--- src/rtl/core/mpp_pkg.sv ---
`default_nettype none

package mpp_pkg;

    // field widths
    localparam int IDX_W      = 7;
    localparam int COEF_W     = 18;
    localparam int SAMPLE_W   = 16;
    localparam int OUT_W      = 24;
    localparam int IN_DATA_W  = 80;
    localparam int OUT_DATA_W = 48;

    // datapath widths
    localparam int ACC_W      = 48;
    localparam int NORM_W     = 32;
    localparam int ROOT_W     = 16;
    localparam int MAG_W      = 17;
    localparam int POW_W      = 20;
    localparam int BASIS_W    = 21;
    localparam int FACTOR_W   = 18;
    localparam int PSI_W      = 38;
    localparam int FRAC_SHIFT = 15;
    localparam int COEF_SHIFT = 13;
    localparam int SQRT_STEPS = 16;
    localparam int QUEUE_DEPTH = 2;

    localparam logic [POW_W-1:0]        POW_ONE = 20'd32768;
    localparam logic signed [ACC_W-1:0] SAT_MAX = 48'sd8388607;
    localparam logic signed [ACC_W-1:0] SAT_MIN = -48'sd8388608;

    typedef enum logic {
        CMD_LOAD,
        CMD_SAMPLE
    } cmd_kind_t;

    typedef struct packed {
        cmd_kind_t                  kind;
        logic [IDX_W-1:0]           index;
        logic signed [COEF_W-1:0]   coef_re;
        logic signed [COEF_W-1:0]   coef_im;
        logic signed [SAMPLE_W-1:0] sample_re;
        logic signed [SAMPLE_W-1:0] sample_im;
    } cmd_t;

    typedef enum logic [2:0] {
        B_IDLE,
        B_NORM,
        B_SQRT,
        B_POW,
        B_BASIS,
        B_TERM,
        B_ACC,
        B_OUT
    } back_state_t;

    // basis factor a(k,l), argument codes are k-1 and l-1
    function automatic logic signed [FACTOR_W-1:0] basis_factor(
        input logic [2:0] k_idx,
        input logic [2:0] l_idx
    );
        logic signed [FACTOR_W-1:0] v;
        unique case ({k_idx, l_idx})
            6'o00: v = 18'sd1;
            6'o10: v = -18'sd3;
            6'o11: v = 18'sd4;
            6'o20: v = 18'sd6;
            6'o21: v = -18'sd20;
            6'o22: v = 18'sd15;
            6'o30: v = -18'sd10;
            6'o31: v = 18'sd60;
            6'o32: v = -18'sd105;
            6'o33: v = 18'sd56;
            6'o40: v = 18'sd15;
            6'o41: v = -18'sd140;
            6'o42: v = 18'sd420;
            6'o43: v = -18'sd504;
            6'o44: v = 18'sd210;
            6'o50: v = -18'sd21;
            6'o51: v = 18'sd280;
            6'o52: v = -18'sd1260;
            6'o53: v = 18'sd2520;
            6'o54: v = -18'sd2310;
            6'o55: v = 18'sd792;
            6'o60: v = 18'sd28;
            6'o61: v = -18'sd504;
            6'o62: v = 18'sd3150;
            6'o63: v = -18'sd9240;
            6'o64: v = 18'sd13860;
            6'o65: v = -18'sd10296;
            6'o66: v = 18'sd3003;
            6'o70: v = -18'sd36;
            6'o71: v = 18'sd840;
            6'o72: v = -18'sd6930;
            6'o73: v = 18'sd27720;
            6'o74: v = -18'sd60060;
            6'o75: v = 18'sd72072;
            6'o76: v = -18'sd45045;
            6'o77: v = 18'sd11440;
            default: v = '0;
        endcase
        return v;
    endfunction

endpackage

`default_nettype wire

--- src/rtl/core/mpp_queue.sv ---
`default_nettype none

module mpp_queue
    import mpp_pkg::*;
#(
    parameter int DEPTH = 2
) (
    input  wire logic clk,
    input  wire logic rst_n,
    input  wire logic push,
    input  cmd_t      push_cmd,
    output logic      full,
    input  wire logic pop,
    output cmd_t      head,
    output logic      head_valid
);

    localparam int PTR_W = (DEPTH > 1) ? $clog2(DEPTH) : 1;
    localparam int CNT_W = $clog2(DEPTH + 1);

    cmd_t             slot_reg [DEPTH];
    logic [PTR_W-1:0] wr_ptr_reg, wr_ptr_next;
    logic [PTR_W-1:0] rd_ptr_reg, rd_ptr_next;
    logic [CNT_W-1:0] count_reg, count_next;

    assign full       = (count_reg == CNT_W'(DEPTH));
    assign head_valid = (count_reg != '0);
    assign head       = slot_reg[rd_ptr_reg];

    // pointer and count update
    always_comb
    begin
        wr_ptr_next = wr_ptr_reg;
        rd_ptr_next = rd_ptr_reg;
        count_next  = count_reg;
        if (push)
        begin
            wr_ptr_next = (wr_ptr_reg == PTR_W'(DEPTH - 1)) ? '0 : wr_ptr_reg + 1'b1;
        end
        if (pop)
        begin
            rd_ptr_next = (rd_ptr_reg == PTR_W'(DEPTH - 1)) ? '0 : rd_ptr_reg + 1'b1;
        end
        if (push && !pop)
        begin
            count_next = count_reg + 1'b1;
        end
        else if (pop && !push)
        begin
            count_next = count_reg - 1'b1;
        end
    end

    always_ff @(posedge clk or negedge rst_n)
    begin
        if (!rst_n)
        begin
            wr_ptr_reg <= '0;
            rd_ptr_reg <= '0;
            count_reg  <= '0;
        end
        else
        begin
            wr_ptr_reg <= wr_ptr_next;
            rd_ptr_reg <= rd_ptr_next;
            count_reg  <= count_next;
        end
    end

    // entry storage
    always_ff @(posedge clk)
    begin
        if (push)
        begin
            slot_reg[wr_ptr_reg] <= push_cmd;
        end
    end

endmodule

`default_nettype wire

--- config.mk ---
export PLATFORM = sky130hd
export DESIGN_NAME = mpp_queue
export DESIGN_NICKNAME = d
export VERILOG_FILES = /design/src/rtl/core/mpp_pkg.sv /design/src/rtl/core/mpp_queue.sv
export SDC_FILE = /design/constraint.sdc
export NUM_CORES = 1
export LEC_CHECK = 0
export BUFFER_PORTS_ARGS = -buffer_cell sky130_fd_sc_hd__buf_2
export CAP_MARGIN = 20
export CELL_PAD_IN_SITES_DETAIL_PLACEMENT = 0
export CELL_PAD_IN_SITES_GLOBAL_PLACEMENT = 1
export CORE_UTILIZATION = 35
export CTS_CLUSTER_SIZE = 14
export DETAILED_ROUTE_END_ITERATION = 8
export HOLD_SLACK_MARGIN = 0.02
export MAX_ROUTING_LAYER = met4
export PLACE_DENSITY = 0.62
export SLEW_MARGIN = 20
export SYNTH_ARGS = -nofsm -noshare
export SYNTH_HDL_FRONTEND = slang
export SYNTH_SLANG_ARGS = --single-unit
--- constraint.sdc ---
create_clock -name clk -period 5.84 [get_ports clk]
set_clock_uncertainty 0.15 [all_clocks]
set_input_delay 0.584 -clock clk [delete_from_list [all_inputs] [get_ports clk]]
set_output_delay 0.584 -clock clk [all_outputs]
set_load 0.05 [all_outputs]
==> results of run 1 <==
where the power goes:
group / switching, mW / internal, mW / leakage (nW)
combinational: 1.17 / 0.501 / 1.13
sequential: 0.108 / 1.49 / 1.47
clock: 0.417 / 0.535 / 0.243
total: 1.70 / 2.52 / 2.84
metrics by stage:
step                cells  setup WS (ns)  power, mW  hold WS [ns]  area, um2
floorplan             253          1.259      3.004        0.1384       5809
global placement      619          2.978      3.291        0.2466       6807
detailed placement    619          2.944      3.308        0.2477       6807
CTS                   652          2.477      4.277        0.1696       7328
global route          655          2.436      4.404        0.1780       7371
finish                655          2.587      4.219        0.2028       7371
path summary, 6_finish.rpt:
path                            cells after the start  slack [ns]                   endpoint                startpoint
min in group asynchronous                           2        0.36   count_reg[1]$_DFFE_PN0P_                     rst_n
worst min-delay path                                1        0.20   slot_reg[0][9]$_DFFE_PP_               push_cmd[9]
worst max-delay path                                3        2.59                   head[62]    rd_ptr_reg$_DFFE_PN0P_
max in group asynchronous                           2        5.05     rd_ptr_reg$_DFFE_PN0P_                     rst_n
worst max register to register                      3        3.72  slot_reg[0][53]$_DFFE_PP_    wr_ptr_reg$_DFFE_PN0P_
worst min register to register                      1        0.34   count_reg[1]$_DFFE_PN0P_  count_reg[1]$_DFFE_PN0P_
cell usage in the layout, fill, tap and decap left out, drive strengths merged:
cell type / Yosys / routed
clkinvlp: 0 / 3
xnor2: 1 / 1
buf: 9 / 161
and2: 1 / 1
clkbuf: 0 / 19
edfxtp: 152 / 152
xor2: 4 / 4
nor2b: 2 / 2
dfrtp: 4 / 4
clkinv: 0 / 10
mux2: 76 / 76
inv: 1 / 1
nor2: 1 / 1
dlygate4sd3: 0 / 1
diode: 0 / 1
ha: 1 / 1
or2: 1 / 1
synthesized netlist by cell type (2+ instances only):
cell type,number
xor2_1,4
dfrtp_1,4
mux2_4,30
mux2_2,46
buf_2,4
edfxtp_1,152
nor2b_1,2
buf_6,2
buf_8,3
worst max-delay path: stages (launching register included):
cell	delay, ns
dfrtp_4	0.78
buf_4	0.66
mux2_2	0.41
buf_2	0.21
final cells by class:
class / instances / share of cell area
flip-flops and latches: 156 / 0.6333
clock buffers: 19 / 0.05873
well taps: 216 / 0.03667
repair buffers: 162 / 0.1154
diodes: 1 / 0.0003395
inverters: 1 / 0.0005093
clock inverters: 13 / 0.01069
multi-input cells: 87 / 0.1443
repair_timing:
| action | in CTS | in global routing |
|---|---|---|
| hold buffers | 1 | 0 |
| hold endpoints to repair | 4 | 0 |
| endpoints found under the setup margin | 0 | 0 |
| buffers inserted | 0 | 0 |
per-layer routing:
| metal | up-vias | track usage | part of all wire |
|---|---|---|---|
| met5 | - | - | 0 |
| met4 | 0 | 0.06897 | 0.019 |
| met3 | 18 | 0.04764 | 0.065 |
| met2 | 105 | 0.2039 | 0.49 |
| met1 | 1415 | 0.1425 | 0.43 |
| li1 | 1348 | - | - |
kinds of logic (layout without fill, tap and decap cells):
kind of cell | count (synthesis) | after routing | share of synthesized area
buf+inv | 10 | 195 | 0.01572
other cells | 0 | 1 | 0
mux | 76 | 76 | 0.1667
xor+xnor | 5 | 5 | 0.007538
fa+ha+maj | 1 | 1 | 0.002153
flops | 156 | 156 | 0.8029
simple gates | 5 | 5 | 0.004954
==> impl_metrics.json, run 1 <==
{
  "outcome": "complete, no violations",
  "core_area_mm2": 0.01606,
  "clock_sinks": 156,
  "maxCapViolCount": 0,
  "cts_buffers": 17,
  "ant_nets": 0,
  "multiInputGateArea_mm2": 0.001064,
  "cts_max_path_buffers": 2,
  "avgSynthCellArea_um2": 22.96,
  "crit_path_end_kind": "output pin",
  "drt-total-wl_mm": 10.33,
  "clk_pin_slew_worst_paths_ns": 0.06,
  "worstHoldPathType": "in2reg",
  "cts_tree": "yes",
  "required_ns": 5.11,
  "synth_edf_count": 152,
  "largest_reg_flops": 152,
  "p_leak_nw": 2.843,
  "clkLatencyLatePin_ns": 0.41,
  "numPortBuffers": 157,
  "syn_nets": 334,
  "clock.fmax_mhz": 307.4,
  "synth_top_area_share": 0.7857,
  "pin_count": 158,
  "grt_pass1_vias": 3021,
  "num_vias": 2886,
  "nets": 506,
  "synth_area_leaders": "edfxtp_1 (79%), mux2_2 (8.9%), mux2_4 (7.8%)",
  "setup_violations": 0,
  "ys_types": 15,
  "ys_warn_count": 0,
  "viasPerCell": 4.406,
  "path_class": "reg2out",
  "placementRows": 46,
  "yosysSeqAreaShare": 0.8029,
  "dpl.hpwl_mm": 6.526,
  "cts_max_level": 4,
  "drive_gt1_frac": 0.6096,
  "worst_pin_slew_ns": 0.6828,
  "syn-instance-count": 253,
  "place_congestion": 0.6761,
  "antenna_found_initial": 1,
  "ys_async_sr_fraction": 0.02564,
  "overflow": 0,
  "critPathLaunchType": "flip-flop",
  "wire_per_inst_um": 15.77,
  "n_fill_cell": 1406,
  "drtPass1Iterations": 4,
  "crit_arrival_ns": 2.52,
  "root_buffer": "clkbuf_16",
  "synth_seq_cells": 156,
  "yosysTopAreaCell": "edfxtp_1",
  "cp_max_fo": 40,
  "vdd_drop_max_v": 0.0003704,
  "area_growth_pct": 26.88,
  "yosys_most_used_dff": "edfxtp_1",
  "start_util": 0.3618,
  "dr.first_iter.drc_count": 147,
  "grt_pass1_wl_mm": 15.26,
  "fin_util": 0.4590,
  "drc_errors": 0,
  "post_cts.resized_instances": 0,
  "syn_area_mm2": 0.005809,
  "fin_tns_setup_ns": 0,
  "regArea_mm2": 0.004668,
  "period_share": 0.5571,
  "rsz0062_at_grt": "false",
  "slew_headroom": 0.5448,
  "hold_viol_final": 0,
  "drv_slew": 0,
  "dieArea_mm2": 0.01712,
  "die_h_um": 130.8,
  "fp.dieW_um": 130.8,
  "fin_crit_ns": 3.253,
  "grt_max_degree": 77,
  "p_per_area_mw_per_mm2": 572.4,
  "grt_usage": 0.1292
}
Note: power is estimated with default switching activity, not from simulation.
==> run 2, diff against run 1 <==
==> constraint.sdc (replaced) <==
create_clock -name clk -period 3.25 [get_ports clk]
set_clock_uncertainty 0.15 [all_clocks]
set_input_delay 0.325 -clock clk [delete_from_list [all_inputs] [get_ports clk]]
set_output_delay 0.325 -clock clk [all_outputs]
set_load 0.05 [all_outputs]
==> impl_metrics.json, run 2 (same netlist as run 1, synthesis figures left out) <==
{
  "critPathLaunchType": "flip-flop",
  "rsz0062_at_grt": "false",
  "routed-wl-met2_mm": 5.205,
  "period_share": 0.7671,
  "drtPass1Iterations": 4,
  "drv_slew": 0,
  "cts_buffers": 17,
  "path_cells": "buf_4, mux2_2, buf_2",
  "root_buffer": "clkbuf_16",
  "outcome": "complete, no violations",
  "crit_arrival_ns": 2.02,
  "die_h_um": 130.8,
  "drive_gt1_frac": 0.5175,
  "ant_nets": 0,
  "cp_top_family": "buffers and inverters",
  "grt_pass1_wl_mm": 15.89,
  "p_per_area_mw_per_mm2": 956.8,
  "endpoint": "head[56]",
  "holdBufCountCts": 79,
  "drc_errors": 0,
  "num_vias": 3149,
  "maxCapViolCount": 0,
  "r2r-start": "wr_ptr_reg$_DFFE_PN0P_",
  "numPortBuffers": 157,
  "nets": 585,
  "fin_crit_ns": 2.493,
  "cts_max_level": 4,
  "grt_max_degree": 42,
  "grt_usage": 0.1327,
  "pre_cts_slack_ns": 1.174,
  "post_cts.resized_instances": 0,
  "pin_count": 158,
  "p_leak_nw": 3.202,
  "grt_pass1_vias": 3152,
  "viasPerCell": 4.314,
  "hold_viol_final": 0,
  "fp.dieW_um": 130.8,
  "cpPeakStageDelay_ns": 0.53,
  "wl_met3_um": 604,
  "cp_max_fo": 40,
  "clock_sinks": 156,
  "ff2ff_setup_slack_ns": 1.47,
  "dr.first_iter.drc_count": 174,
  "start_util": 0.3618,
  "crit_slowest_cell": "buf_4",
  "largest_reg_flops": 152,
  "dpl.hpwl_mm": 6.661,
  "layout_commonest_cell": "buf_2",
  "r2r_end": "slot_reg[1][46]$_DFFE_PP_",
  "path_class": "reg2out",
  "placementRows": 46,
  "place_congestion": 0.6837,
  "worstHoldPathType": "in2async",
  "reg2reg_depth": 2,
  "crit_cells": 3,
  "core_area_mm2": 0.01606,
  "setup_violations": 0,
  "fin_tns_setup_ns": 0,
  "worst_pin_slew_ns": 0.7015,
  "drt-total-wl_mm": 10.58,
  "final_cell_mix": "buf_2 (157), edfxtp_1 (152), dlygate4sd3_1 (79)",
  "cts_tree": "yes",
  "required_ns": 2.77,
  "wirelength_met1_mm": 4.609,
  "cts_max_path_buffers": 2,
  "post-cts-setup-buffer-count": 0,
  "wire_per_inst_um": 14.49,
  "clkLatencyLatePin_ns": 0.41,
  "regArea_mm2": 0.004668,
  "clock.fmax_mhz": 401.1,
  "routed.top_layer": "met4",
  "dieArea_mm2": 0.01712,
  "slew_headroom": 0.5323,
  "area_growth_pct": 40.99,
  "crit_path_end_kind": "output pin",
  "n_fill_cell": 1345,
  "multiInputGateArea_mm2": 0.001064,
  "fin_ws_ns": 0.7571,
  "vdd_drop_max_v": 0.0004533,
  "n_antenna_cell": 0,
  "path_buf_inv": 2,
  "overflow": 0,
  "clk_pin_slew_worst_paths_ns": 0.06,
  "antenna_found_initial": 0,
  "crit_start": "rd_ptr_reg$_DFFE_PN0P_"
}
## run 2: worst min path at each step
stage                                          end  depth (start not counted)
after detailed placement  count_reg[1]$_DFFE_PN0P_                          1
final                     count_reg[1]$_DFFE_PN0P_                          2
after floorplan           count_reg[0]$_DFFE_PN0P_                          0
after global routing      count_reg[1]$_DFFE_PN0P_                          2
after global placement    count_reg[1]$_DFFE_PN0P_                          1
after CTS                 count_reg[1]$_DFFE_PN0P_                          2
## run 2: power by group
part,switching [mW],internal [mW]
registers,0.0985,2.68
clock network,0.705,1.18
logic,2.21,0.961
## run 2: per-stage QoR
step | instance area [um2] | total power [mW] | instances | utilization | hold slack [ns]
global route | 8190 | 8.179 | 730 | 0.5101 | 0.09881
CTS | 8190 | 7.951 | 730 | 0.5101 | 0.08218
floorplan | 5812 | 5.387 | 253 | - | -0.1206
finish | 8190 | 7.836 | 730 | 0.5101 | 0.1007
global placement | 6842 | 5.937 | 622 | 0.4261 | -0.01398
detailed placement | 6842 | 5.964 | 622 | 0.4261 | -0.009780
## run 2: worst register-to-register path, cell delays in order, from the launching register on
cell and delay (ns):
dfrtp_1 0.42, and2_4 0.53, buf_12 0.33
## run 2: cell type report
cell class,count,share of cell area
multi-input combinational,87,0.1299
inverter,1,0.0004583
clock buffer,19,0.05286
sequential,156,0.5700
clock inverter,10,0.01528
timing repair buffer,241,0.1986
tap,216,0.03300
## run 2: layer usage
layer,vias to the layer above,track usage
li1,1502,-
met1,1532,0.1551
met2,102,0.2082
met3,13,0.04438
met4,0,0.05882
met5,-,-
